<file path="config.mk">
export PLATFORM = sky130hd
export DESIGN_NAME = montgomery_mul_p5x2e248_core
export DESIGN_NICKNAME = d
export VERILOG_FILES = /design/src/hdl/mmp_pkg.sv /design/src/hdl/montgomery_mul_p5x2e248_core.sv /design/src/hdl/mmp_opstore.sv /design/src/hdl/mmp_mac.sv
export VERILOG_INCLUDE_DIRS = /design/src /design/src/hdl
export SDC_FILE = /design/constraint.sdc
export NUM_CORES = 2
export LEC_CHECK = 0
export BUFFER_PORTS_ARGS = -buffer_cell sky130_fd_sc_hd__buf_2
export CAP_MARGIN = 5
export CORE_AREA = 2 2 386 388
export DETAILED_ROUTE_END_ITERATION = 8
export DIE_AREA = 0 0 388 390
export PLACE_DENSITY = 0.81
export SYNTH_ARGS = -nofsm -noshare
export SYNTH_HDL_FRONTEND = slang
export SYNTH_SLANG_ARGS = --single-unit
</file>
<file path="constraint.sdc">
create_clock -name aclk -period 18.2 [get_ports aclk]
set_input_delay 0 -clock aclk [delete_from_list [all_inputs] [get_ports aclk]]
set_output_delay 0 -clock aclk [all_outputs]
set_load 0.02 [all_outputs]
</file>
<file path="src/hdl/montgomery_mul_p5x2e248_core_macros.svh">
// Assertion macros for the Montgomery multiplier core.
// Included by the modules that carry concurrent checks; no other dependencies.
`ifndef MONTGOMERY_MUL_P5X2E248_CORE_MACROS_SVH
`define MONTGOMERY_MUL_P5X2E248_CORE_MACROS_SVH

// same-cycle implication, disabled in reset
`define MMP_ASSERT_IMP(label, clk, rstn, ante, cons) \
    label: assert property (@(posedge clk) disable iff (!rstn) (ante) |-> (cons)) \
        else $error("same-cycle check failed");

// next-cycle implication, disabled in reset
`define MMP_ASSERT_NXT(label, clk, rstn, ante, cons) \
    label: assert property (@(posedge clk) disable iff (!rstn) (ante) |=> (cons)) \
        else $error("next-cycle check failed");

`endif

</file>
<file path="src/hdl/mmp_pkg.sv">
// Shared constants, types and helpers for the Montgomery multiplier core.
// No dependencies; used by every module of the block.
package mmp_pkg;

    localparam int LIMB_COUNT = 9;
    localparam int LIMB_BITS  = 29;
    localparam int IDX_W      = 4;
    localparam int COL_W      = 5;

    localparam logic [31:0] FOLD_CONST = 32'h0005_0000;
    localparam logic [31:0] LIMB_MASK  = 32'((64'd1 << LIMB_BITS) - 64'd1);

    localparam logic [IDX_W-1:0] LAST_IDX       = IDX_W'(LIMB_COUNT - 1);
    localparam logic [COL_W-1:0] FIRST_FOLD_COL = COL_W'(LIMB_COUNT - 1);
    localparam logic [COL_W-1:0] FIRST_RES_COL  = COL_W'(LIMB_COUNT);
    localparam logic [COL_W-1:0] LAST_COL       = COL_W'(2 * LIMB_COUNT - 2);

    localparam logic CMD_MUL = 1'b0;
    localparam logic CMD_RED = 1'b1;

    // term entering the multiply-accumulate unit
    typedef struct packed {
        logic             vld;
        logic             last;
        logic [COL_W-1:0] col;
    } mmp_tag_t;

    // finished column from the multiply-accumulate unit
    typedef struct packed {
        logic                 vld;
        logic [COL_W-1:0]     col;
        logic [LIMB_BITS-1:0] low;
        logic [31:0]          high;
    } mmp_col_t;

    function automatic logic [31:0] mmp_asr(input logic [31:0] x);
        mmp_asr = {{LIMB_BITS{x[31]}}, x[31:LIMB_BITS]};
    endfunction

endpackage

</file>
<file path="src/hdl/montgomery_mul_p5x2e248_core.sv">
// Montgomery multiply / reduce core for p = 5*2^248-1, radix 2^29, nine limbs.
// Depends on mmp_pkg, mmp_opstore, mmp_mac and the core macro header.
//
// Nine input words load one limb each of a and b (command in s_tuser of the
// first word). The core then drops s_tready and issues the 81 limb products
// and 9 fold terms of the product-scanning multiply, one per cycle, through a
// single shared multiplier, then waits for the last column to drain. Command
// 1 then runs two carry passes over the result store, one limb per cycle.
// Nine result words follow, the last with m_tlast. s_tready stays low until
// the last result word has been taken, so a new group cannot overlap the
// current one.
`include "montgomery_mul_p5x2e248_core_macros.svh"

module montgomery_mul_p5x2e248_core (
    input  logic        aclk,
    input  logic        aresetn,
    input  logic        s_tvalid,
    output logic        s_tready,
    input  logic [63:0] s_tdata,   // [31:0] a_limb, [63:32] b_limb
    input  logic        s_tuser,   // [0] command
    output logic        m_tvalid,
    input  logic        m_tready,
    output logic [31:0] m_tdata,   // [31:0] result_limb
    output logic        m_tuser,   // [0] is_zero
    output logic        m_tlast
);

    typedef enum logic [2:0] {
        ST_LOAD,
        ST_MUL,
        ST_DRAIN,
        ST_PROP,
        ST_OUT
    } state_t;

    typedef struct packed {
        logic                      vld;
        logic                      last;
        logic                      fold;
        logic                      jzero;
        logic [mmp_pkg::COL_W-1:0] col;
    } iss_t;

    state_t                    state_reg, state_next;
    logic [mmp_pkg::IDX_W-1:0] limb_cnt_reg, limb_cnt_next;
    logic                      mode_reg, mode_next;
    logic [mmp_pkg::COL_W-1:0] col_reg, col_next;
    logic [mmp_pkg::IDX_W-1:0] idx_reg, idx_next;
    logic                      fold_reg, fold_next;
    logic                      pass_reg, pass_next;
    logic                      neg_reg, neg_next;
    logic                      nz_reg, nz_next;
    logic                      zero_reg, zero_next;
    iss_t                      iss_reg, iss_next;
    logic [31:0]               carry_reg, carry_next;

    logic [31:0]               v_reg   [mmp_pkg::LIMB_COUNT];
    logic [31:0]               res_reg [mmp_pkg::LIMB_COUNT];

    logic                      ld_en;
    logic [mmp_pkg::IDX_W-1:0] rd_b_addr;
    logic [31:0]               rd_a, rd_b;
    logic [mmp_pkg::IDX_W-1:0] hi_idx;
    logic [mmp_pkg::IDX_W-1:0] vidx;
    logic [31:0]               mac_x, mac_y;
    mmp_pkg::mmp_tag_t         mac_tag;
    mmp_pkg::mmp_col_t         mac_col;
    logic                      prop_wr;
    logic [31:0]               prop_val;
    logic [31:0]               cur;
    logic [31:0]               t;

    assign ld_en     = s_tvalid & s_tready;
    assign rd_b_addr = mmp_pkg::IDX_W'(col_reg - {1'b0, idx_reg});

    mmp_opstore u_store (
        .aclk      (aclk),
        .wr_en     (ld_en),
        .wr_addr   (limb_cnt_reg),
        .wr_a      (s_tdata[31:0]),
        .wr_b      (s_tdata[63:32]),
        .rd_a_addr (idx_reg),
        .rd_b_addr (rd_b_addr),
        .rd_a      (rd_a),
        .rd_b      (rd_b)
    );

    always_comb begin
        vidx = mmp_pkg::IDX_W'(iss_reg.col - mmp_pkg::FIRST_FOLD_COL);
        if (iss_reg.fold) begin
            mac_x = v_reg[vidx];
            mac_y = mmp_pkg::FOLD_CONST;
        end else begin
            mac_x = rd_a;
            mac_y = (mode_reg == mmp_pkg::CMD_RED) ? {31'd0, iss_reg.jzero} : rd_b;
        end
        mac_tag.vld  = iss_reg.vld;
        mac_tag.last = iss_reg.last;
        mac_tag.col  = iss_reg.col;
    end

    mmp_mac u_mac (
        .aclk    (aclk),
        .aresetn (aresetn),
        .clr     (s_tready),
        .tag_i   (mac_tag),
        .x_i     (mac_x),
        .y_i     (mac_y),
        .col_o   (mac_col)
    );

    always_comb begin
        state_next    = state_reg;
        limb_cnt_next = limb_cnt_reg;
        mode_next     = mode_reg;
        col_next      = col_reg;
        idx_next      = idx_reg;
        fold_next     = fold_reg;
        pass_next     = pass_reg;
        neg_next      = neg_reg;
        nz_next       = nz_reg;
        zero_next     = zero_reg;
        carry_next    = carry_reg;
        iss_next      = '0;
        prop_wr       = 1'b0;
        prop_val      = '0;
        cur           = res_reg[idx_reg];
        t             = '0;
        hi_idx        = (col_reg >= mmp_pkg::FIRST_FOLD_COL) ? mmp_pkg::LAST_IDX
                                                             : col_reg[mmp_pkg::IDX_W-1:0];

        unique case (state_reg)
            ST_LOAD: begin
                if (ld_en) begin
                    if (limb_cnt_reg == '0) begin
                        mode_next = s_tuser;
                    end
                    if (limb_cnt_reg == mmp_pkg::LAST_IDX) begin
                        limb_cnt_next = '0;
                        state_next    = ST_MUL;
                        col_next      = '0;
                        idx_next      = '0;
                        fold_next     = 1'b0;
                    end else begin
                        limb_cnt_next = limb_cnt_reg + 1'b1;
                    end
                end
            end
            ST_MUL: begin
                iss_next.vld   = 1'b1;
                iss_next.col   = col_reg;
                iss_next.fold  = fold_reg;
                iss_next.jzero = (col_reg == {1'b0, idx_reg});
                iss_next.last  = fold_reg |
                                 ((idx_reg == hi_idx) && (col_reg < mmp_pkg::FIRST_FOLD_COL));
                if (fold_reg) begin
                    fold_next = 1'b0;
                    if (col_reg == mmp_pkg::LAST_COL) begin
                        state_next = ST_DRAIN;
                    end else begin
                        col_next = col_reg + 1'b1;
                        idx_next = mmp_pkg::IDX_W'(col_reg - (mmp_pkg::FIRST_FOLD_COL - 1'b1));
                    end
                end else if (idx_reg == hi_idx) begin
                    if (col_reg >= mmp_pkg::FIRST_FOLD_COL) begin
                        fold_next = 1'b1;
                    end else begin
                        col_next = col_reg + 1'b1;
                        idx_next = '0;
                    end
                end else begin
                    idx_next = idx_reg + 1'b1;
                end
            end
            ST_DRAIN: begin
                if (mac_col.vld && (mac_col.col == mmp_pkg::LAST_COL)) begin
                    idx_next  = '0;
                    pass_next = 1'b0;
                    zero_next = 1'b0;
                    state_next = (mode_reg == mmp_pkg::CMD_RED) ? ST_PROP : ST_OUT;
                end
            end
            ST_PROP: begin
                prop_wr = 1'b1;
                if (idx_reg == '0) begin
                    t          = cur + (pass_reg ? {32{neg_reg}} : 32'd1);
                    prop_val   = t & mmp_pkg::LIMB_MASK;
                    carry_next = mmp_pkg::mmp_asr(t);
                end else if (idx_reg == mmp_pkg::LAST_IDX) begin
                    t = cur + carry_reg + (pass_reg ? (mmp_pkg::FOLD_CONST & {32{neg_reg}})
                                                    : (32'd0 - mmp_pkg::FOLD_CONST));
                    prop_val = t;
                end else begin
                    t          = carry_reg + cur;
                    prop_val   = t & mmp_pkg::LIMB_MASK;
                    carry_next = mmp_pkg::mmp_asr(t);
                end
                nz_next = ((idx_reg == '0) ? 1'b0 : nz_reg) | (|prop_val);
                if (idx_reg == mmp_pkg::LAST_IDX) begin
                    idx_next = '0;
                    if (!pass_reg) begin
                        pass_next = 1'b1;
                        neg_next  = t[31];
                    end else begin
                        zero_next  = ~nz_next;
                        state_next = ST_OUT;
                    end
                end else begin
                    idx_next = idx_reg + 1'b1;
                end
            end
            ST_OUT: begin
                if (m_tready) begin
                    if (idx_reg == mmp_pkg::LAST_IDX) begin
                        idx_next   = '0;
                        state_next = ST_LOAD;
                    end else begin
                        idx_next = idx_reg + 1'b1;
                    end
                end
            end
            default: begin
                state_next = ST_LOAD;
            end
        endcase
    end

    always_ff @(posedge aclk) begin
        if (!aresetn) begin
            state_reg    <= ST_LOAD;
            limb_cnt_reg <= '0;
            mode_reg     <= 1'b0;
            col_reg      <= '0;
            idx_reg      <= '0;
            fold_reg     <= 1'b0;
            pass_reg     <= 1'b0;
            neg_reg      <= 1'b0;
            nz_reg       <= 1'b0;
            zero_reg     <= 1'b0;
            iss_reg      <= '0;
        end else begin
            state_reg    <= state_next;
            limb_cnt_reg <= limb_cnt_next;
            mode_reg     <= mode_next;
            col_reg      <= col_next;
            idx_reg      <= idx_next;
            fold_reg     <= fold_next;
            pass_reg     <= pass_next;
            neg_reg      <= neg_next;
            nz_reg       <= nz_next;
            zero_reg     <= zero_next;
            iss_reg      <= iss_next;
        end
    end

    // datapath stores, no reset
    always_ff @(posedge aclk) begin
        carry_reg <= carry_next;
        if (mac_col.vld) begin
            if (mac_col.col < mmp_pkg::FIRST_RES_COL) begin
                v_reg[mac_col.col[mmp_pkg::IDX_W-1:0]] <= 32'(mac_col.low);
            end else begin
                res_reg[mmp_pkg::IDX_W'(mac_col.col - mmp_pkg::FIRST_RES_COL)] <=
                    32'(mac_col.low);
                if (mac_col.col == mmp_pkg::LAST_COL) begin
                    res_reg[mmp_pkg::LAST_IDX] <= mac_col.high;
                end
            end
        end
        if (prop_wr) begin
            res_reg[idx_reg] <= prop_val;
        end
    end

    assign s_tready = (state_reg == ST_LOAD);
    assign m_tvalid = (state_reg == ST_OUT);
    assign m_tdata  = res_reg[idx_reg];
    assign m_tuser  = zero_reg;
    assign m_tlast  = (idx_reg == mmp_pkg::LAST_IDX);

    `MMP_ASSERT_IMP(a_ready_excl, aclk, aresetn, s_tready, !m_tvalid)
    `MMP_ASSERT_IMP(a_mac_busy, aclk, aresetn, mac_col.vld, (state_reg == ST_MUL) || (state_reg == ST_DRAIN))
    `MMP_ASSERT_NXT(a_last_reload, aclk, aresetn, m_tvalid && m_tready && m_tlast, s_tready && (limb_cnt_reg == '0))
    `MMP_ASSERT_IMP(a_mul_flag, aclk, aresetn, m_tvalid && (mode_reg == mmp_pkg::CMD_MUL), !m_tuser)

endmodule

</file>
<file path="src/hdl/mmp_opstore.sv">
// Operand store: two 9 x 32 limb memories for a and b, one write port,
// one registered read port each. Depends on mmp_pkg.
module mmp_opstore (
    input  logic                      aclk,
    input  logic                      wr_en,
    input  logic [mmp_pkg::IDX_W-1:0] wr_addr,
    input  logic [31:0]               wr_a,
    input  logic [31:0]               wr_b,
    input  logic [mmp_pkg::IDX_W-1:0] rd_a_addr,
    input  logic [mmp_pkg::IDX_W-1:0] rd_b_addr,
    output logic [31:0]               rd_a,
    output logic [31:0]               rd_b
);

    logic [31:0] a_mem [mmp_pkg::LIMB_COUNT];
    logic [31:0] b_mem [mmp_pkg::LIMB_COUNT];
    logic [31:0] a_rd_reg;
    logic [31:0] b_rd_reg;

    always_ff @(posedge aclk) begin
        if (wr_en) begin
            a_mem[wr_addr] <= wr_a;
            b_mem[wr_addr] <= wr_b;
        end
        a_rd_reg <= a_mem[rd_a_addr];
        b_rd_reg <= b_mem[rd_b_addr];
    end

    assign rd_a = a_rd_reg;
    assign rd_b = b_rd_reg;

endmodule

</file>
<file path="src/hdl/mmp_mac.sv">
// Shared 32x32 multiplier with a 64-bit column accumulator.
// Registered product, then add; a column closes on a tagged last term.
// Depends on mmp_pkg.
module mmp_mac (
    input  logic              aclk,
    input  logic              aresetn,
    input  logic              clr,
    input  mmp_pkg::mmp_tag_t tag_i,
    input  logic [31:0]       x_i,
    input  logic [31:0]       y_i,
    output mmp_pkg::mmp_col_t col_o
);

    logic [63:0]       prod_reg;
    mmp_pkg::mmp_tag_t tag_reg;
    logic [63:0]       acc_reg;
    logic [63:0]       acc_next;
    mmp_pkg::mmp_col_t out_reg;
    mmp_pkg::mmp_col_t out_next;
    logic [63:0]       sum;

    always_comb begin
        sum           = acc_reg + prod_reg;
        acc_next      = acc_reg;
        out_next.vld  = tag_reg.vld & tag_reg.last;
        out_next.col  = tag_reg.col;
        out_next.low  = sum[mmp_pkg::LIMB_BITS-1:0];
        out_next.high = sum[mmp_pkg::LIMB_BITS+31:mmp_pkg::LIMB_BITS];
        if (clr) begin
            acc_next = '0;
        end else if (tag_reg.vld) begin
            acc_next = tag_reg.last ? (sum >> mmp_pkg::LIMB_BITS) : sum;
        end
    end

    always_ff @(posedge aclk) begin
        prod_reg <= 64'(x_i) * 64'(y_i);
        acc_reg  <= acc_next;
        out_reg.col  <= out_next.col;
        out_reg.low  <= out_next.low;
        out_reg.high <= out_next.high;
        tag_reg.last <= tag_i.last;
        tag_reg.col  <= tag_i.col;
        if (!aresetn) begin
            tag_reg.vld <= 1'b0;
            out_reg.vld <= 1'b0;
        end else begin
            tag_reg.vld <= tag_i.vld;
            out_reg.vld <= out_next.vld;
        end
    end

    assign col_o = out_reg;

endmodule
</file>
### Word-level counts from Yosys, hierarchy flattened

Memories as Yosys holds them, arrays and structs flattened. A register that Yosys moved wholly into a read port is not among the register bits.
Cells that the tools add are included.

| storage, ports and cells | value |
|---|---|
| register bits | 265 |
| output and inout bits | 36 |
| input port bits | 69 |
| memory bits (writable) | 1125 |
| memories | 4 |
| logic and storage cells | 168 |

| operators by class | value |
|---|---|
| multiply operators | 1 |
| reduce and logical (&&, ||, !) cells | 20 |
| add/subtract/negate cells | 11 |
| mux-type cells | 74 |
| eq/ne operators | 24 |
| magnitude comparators | 3 |
| bitwise logic cells | 6 |

Memories:

| name | words | width | read ports | clocked after memory_dff | write ports | line | text |
|---|---|---|---|---|---|---|---|
| res_reg | 9 | 32 | 1 | 1 | 3 | montgomery_mul_p5x2e248_core.sv:58 | `logic [31:0] res_reg [mmp_pkg::LIMB_COUNT];` |
| u_store.a_mem | 9 | 32 | 1 | 1 | 1 | mmp_opstore.sv:15 | `logic [31:0] a_mem [mmp_pkg::LIMB_COUNT];` |
| u_store.b_mem | 9 | 32 | 1 | 1 | 1 | mmp_opstore.sv:16 | `logic [31:0] b_mem [mmp_pkg::LIMB_COUNT];` |
| v_reg | 9 | 29 | 1 | 0 | 1 | montgomery_mul_p5x2e248_core.sv:57 | `logic [31:0] v_reg [mmp_pkg::LIMB_COUNT];` |

Operators by type and width:

| operator | number |
|---|---|
| two-way mux 32 bit | 12 |
| adder 32 bit | 3 |
| adder 64 bit | 1 |
| multiplier 32 x 32 -> 64 bit | 1 |
| two-way mux 64 bit | 1 |
| two-way mux 4 bit | 13 |
| OR reduction 32 bit | 1 |
| two-way mux 3 bit | 10 |
| two-way mux 5 bit | 6 |
| two-way mux 1 bit | 25 |
| one-hot mux 4 bit (5 select lines) | 1 |
| one-hot mux 3 bit (5 select lines) | 1 |
| AND reduction 3 bit | 4 |
| == test 5 bit (second input constant) | 2 |
| < comparator 5 x 4 -> 1 bit (second input constant) | 2 |
| != test 2 x 1 -> 1 bit (second input constant) | 5 |
| != test 2 bit (second input constant) | 5 |
| one-hot mux 5 bit (2 select lines) | 1 |
| two-way mux 9 bit | 1 |
| != test 3 bit (second input constant) | 3 |
| AND reduction 9 bit | 1 |
| adder 4 x 1 -> 4 bit (second input constant) | 2 |
| == test 4 bit (second input constant) | 2 |
| logical NOT 4 bit | 2 |
| 23 further kinds | 34 |

### Longest topological paths before layout

| logic depth | value |
|---|---|
| depth in word-level cells | 11 |
| mapped depth | 38 |
| mapped depth without buffers | 34 |

### Modules after synthesis

Synthesis repeated with hierarchy kept, for this count alone.

| unflattened totals | value |
|---|---|
| cells, all modules | 8591 |
| area total of the unflattened synthesis | 97664.9 µm² |

Modules (own cells, without submodules):

| module | area an instance (µm²) | sequential area each (µm²) | cells an instance | instances |
|---|---|---|---|---|
| mmp_mac | 43067.6 | 4043.9 | 4784 | 1 |
| montgomery_mul_p5x2e248_core | 31028.5 | 17276.6 | 2564 | 1 |
| mmp_opstore | 23568.9 | 18577.8 | 1243 | 1 |

### Worst setup path after synthesis

OpenSTA, ideal clock, no wires.

| timing | value |
|---|---|
| path type | register -> register |
| start | reg iss_reg[0] (netlist bit) |
| end | reg u_mac.prod_reg[57] |
| path buffers | 5 |
| required time | 18.128 ns |
| library setup time | 0.072 ns |
| cell stages (with the launch flop) | 36 |
| arrival | 9.715 ns |
| path slack | 8.413 ns |
| clock period less this slack | 9.787 ns |
| cells stage by stage | dfxtp_1 clkbuf_1 clkbuf_1 buf_1 mux4_2 mux2i_1 nand2_1 o211ai_1 a21boi_1 clkbuf_1 nor2_1 fa_1 fa_1 fa_1 inv_1 fa_1 inv_1 fa_1 inv_1 fa_1 inv_1 fa_1 fa_1 ha_1 clkbuf_1 a21oi_1 o21ai_0 o211a_1 o31ai_1 a211oi_1 a21oi_1 o31ai_1 and2_1 a31oi_1 o21ai_0 xnor2_1 |

| on the way | value |
|---|---|
| longest elaborated chain between the ends | 4 |

Ends and longest elaborated chain:

| what | line | text |
|---|---|---|
| start, declared | montgomery_mul_p5x2e248_core.sv:54 | `iss_t iss_reg, iss_next;` |
| start signal, assigned | montgomery_mul_p5x2e248_core.sv:252 | `iss_reg <= iss_next;` |
| subtractor 4 bit | montgomery_mul_p5x2e248_core.sv:89 | `vidx = mmp_pkg::IDX_W'(iss_reg.col - mmp_pkg::FIRST_FOLD_COL);` |
| memory read (9 x 29 bit) | - |  |
| two-way mux 32 bit | montgomery_mul_p5x2e248_core.sv:90 | `if (iss_reg.fold) begin` |
| multiplier 32 x 32 -> 64 bit | mmp_mac.sv:37 | `prod_reg <= 64'(x_i) * 64'(y_i);` |
| end signal, assigned | mmp_mac.sv:37 |  |
| end, declared | mmp_mac.sv:14 | `logic [63:0] prod_reg;` |

No other way between the ends.
A chain may end at the register's enable or synchronous reset.

### Worst setup path after layout

Same ends and word-level chain as after synthesis.

==> impl_metrics.env <==
export IMPL_yosysUniqueCellTypes=102
export IMPL_initial_core_util_pct=64.6
export IMPL_cp_start_kind="flip-flop"
export IMPL_final_common_cell="edfxtp_1"
export IMPL_hold_viol_final=0
export IMPL_drt_vias_per_instance=6.56
export IMPL_drtIter0Drc=9286
export IMPL_grt_pass1_vias=70200
export IMPL_critical_path_class="flip-flop to flip-flop"
export IMPL_cts_tree="yes"
export IMPL_cp_slowest_cell="dfxtp_4"
export IMPL_num_vias=68300
export IMPL_r2r_slack_ns=6.87
export IMPL_grt_util_all_layers_pct=38.3
export IMPL_yosysSeqAreaShare_pct=42.0
export IMPL_post_route_period_util_pct=62.3
export IMPL_r2r_start="iss_reg[0]"
export IMPL_status="finished clean"
export IMPL_cts_resized_gates=0
export IMPL_core_area_um2=147000
export IMPL_antenna_found_initial=13
export IMPL_slew_violations=0
export IMPL_max_stage_delay_ns=0.76
export IMPL_gp_congestion=1.02
export IMPL_ant_nets=0
export IMPL_hold_path_class="input port to flip-flop"
export IMPL_cts_sinks=1429
export IMPL_layout_nets=9738
export IMPL_synth_edff_count=1128
export IMPL_fmax_mhz=88.2
export IMPL_worstPathArrival_ns=12.03
export IMPL_cts_made_buffers=140
export IMPL_grt_max_degree=65
export IMPL_worst_clock_skew_ns=0.0757
export IMPL_syn_avg_cell_area_um2=11.5
export IMPL_drv_cap=0
export IMPL_layout_common_cells="edfxtp_1, nand2_1, inv_1"
export IMPL_end_kind="flip-flop"
export IMPL_rsz0062_at_grt="no"
export IMPL_period_minus_slack_ns=11.33
export IMPL_setup_viol=0
export IMPL_dieArea_um2=151000
export IMPL_insertion_delay_ns=0.81
export IMPL_grt_first_pass_wirelength_mm=430
export IMPL_die_x_um=388
export IMPL_ys_ff_latch=1429
export IMPL_root_buffer="clkbuf_16"
export IMPL_r2r_cells=30
export IMPL_rows=141
export IMPL_cp_startpoint="iss_reg[0]"
export IMPL_synthFlopType="edfxtp_1"
export IMPL_clockBufferDepth=3
export IMPL_pin_count=105
export IMPL_synth_area_um2=95000
export IMPL_path_clk_slew_ns=0.06
export IMPL_setup_tns_ns=0
export IMPL_die_y_um=390
export IMPL_async_reset_ff_share_pct=0
export IMPL_synthCells=8291
export IMPL_wire_per_inst_um=27.6
export IMPL_crit_path_end="u_mac.prod_reg[57]"
export IMPL_hpwl_mm=194
export IMPL_worstPathRequired_ns=18.89
export IMPL_worstMarginPinSlew_ns=1.35
export IMPL_ys_warn_count=0
export IMPL_htree_num_levels=4
export IMPL_crit_top_cell="fa_1"
export IMPL_utilization_pct=70.4
export IMPL_totalWireLength_mm=287
export IMPL_drcViolationCount=0
export IMPL_slew_headroom_pct=10.1
export IMPL_r2r_end="u_mac.prod_reg[57]"
export IMPL_portBuffers=104
export IMPL_post_cts_setup_buffers=0
export IMPL_synthToLayoutAreaGrowth_pct=9.05
export IMPL_critPathMaxFanout=34
export IMPL_dr_pass1_iters=7
export IMPL_drive_gt1_share_pct=10.8
export IMPL_overflow=0
-- cell usage after synthesis, types with 65 or more instances --
cell	instances	area [um^2]
edfxtp_1	1128	33900
fa_1	901	18000
xor2_1	65	569
clkbuf_1	366	1370
buf_1	77	289
dfxtp_1	301	6030
mux4_2	250	5630
a21oi_1	272	1360
xnor2_1	121	1060
nand3_1	73	365
o21ai_0	454	2270
ha_1	416	5200
mux2i_1	158	1580
inv_1	988	3710
nor2_1	767	2880
a21o_1	99	743
nand2_1	1039	3900
-- per-layer routing --
| metal | track usage [%] | part of all wire, % |
|---|---|---|
| met1 | 48.4 | 35 |
| met3 | 11.2 | 13 |
| met4 | 21.4 | 6.6 |
| met5 | 0.734 | 0.068 |
| met2 | 59.6 | 45 |
-- area by class of cell --
class	instances	area (um^2)
Antenna cell	2	5.00
Sequential cell	1429	39900
Fill cell	9793	43600
Timing Repair Buffer	356	2630
Clock inverter	65	897
Clock buffer	196	4010
Inverter	992	3720
Tap cell	1930	2410
Multi-Input combinational cell	5433	50000
-- stage by stage --
stage | cells | cell area [um^2] | worst slack (ns) | hold WS (ns)
6_report | 10400 | 104000 | 6.87 | 0.0341
5_1_grt | 10400 | 104000 | 6.36 | 0.0294
4_1_cts | 10400 | 104000 | 7.02 | 0.00157
3_5_place_dp | 10100 | 97800 | 7.20 | 0.273
3_3_place_gp | 10100 | 97800 | 7.45 | 0.269
2_1_floorplan | 8314 | 95100 | 8.41 | 0.0989
-- worst max-delay path: cells and delay by family, from the launching register on --
family | cells | cell delay [ns]
fa+ha+maj | 9 | 4.50
compound gates | 10 | 3.21
buf+inv | 4 | 1.15
mux | 2 | 0.80
flops | 1 | 0.76
simple gates | 4 | 0.56
xor+xnor | 1 | 0.15
-- cell families (layout without fill, tap and decap cells) --
logic type      after synthesis  count (layout)  share of synthesized area [%]
simple gates               2214            2214                           9.77
buf+inv                    1452            1609                           5.85
flops                      1429            1429                           42.0
fa+ha+maj                  1317            1317                           24.5
compound gates             1239            1239                           8.06
mux                         453             453                           8.13
xor+xnor                    186             186                           1.72
other cells                   1              26                        0.00395
-- repair_timing --
action / in CTS / in global routing
endpoints found under the setup margin: 0 / 0
endpoints found under the hold margin: 638 / 0
hold buffers: 87 / 0
-- how the worst min path moves through the flow --
stage,startpoint,end,cells past startpoint
2_1_floorplan,s_tdata[0],u_store.a_mem[0][0],0
3_3_place_gp,s_tdata[26],u_store.a_mem[5][26],1
3_5_place_dp,s_tdata[14],u_store.a_mem[5][14],1
4_1_cts,s_tdata[58],u_store.b_mem[6][26],2
5_1_grt,s_tdata[5],u_store.a_mem[6][5],2
6_report,s_tdata[18],u_store.a_mem[0][18],2
Power is left out: the tool's default activity adds up to more than one toggle a clock period on the data nets, which glitch-free logic cannot reach.
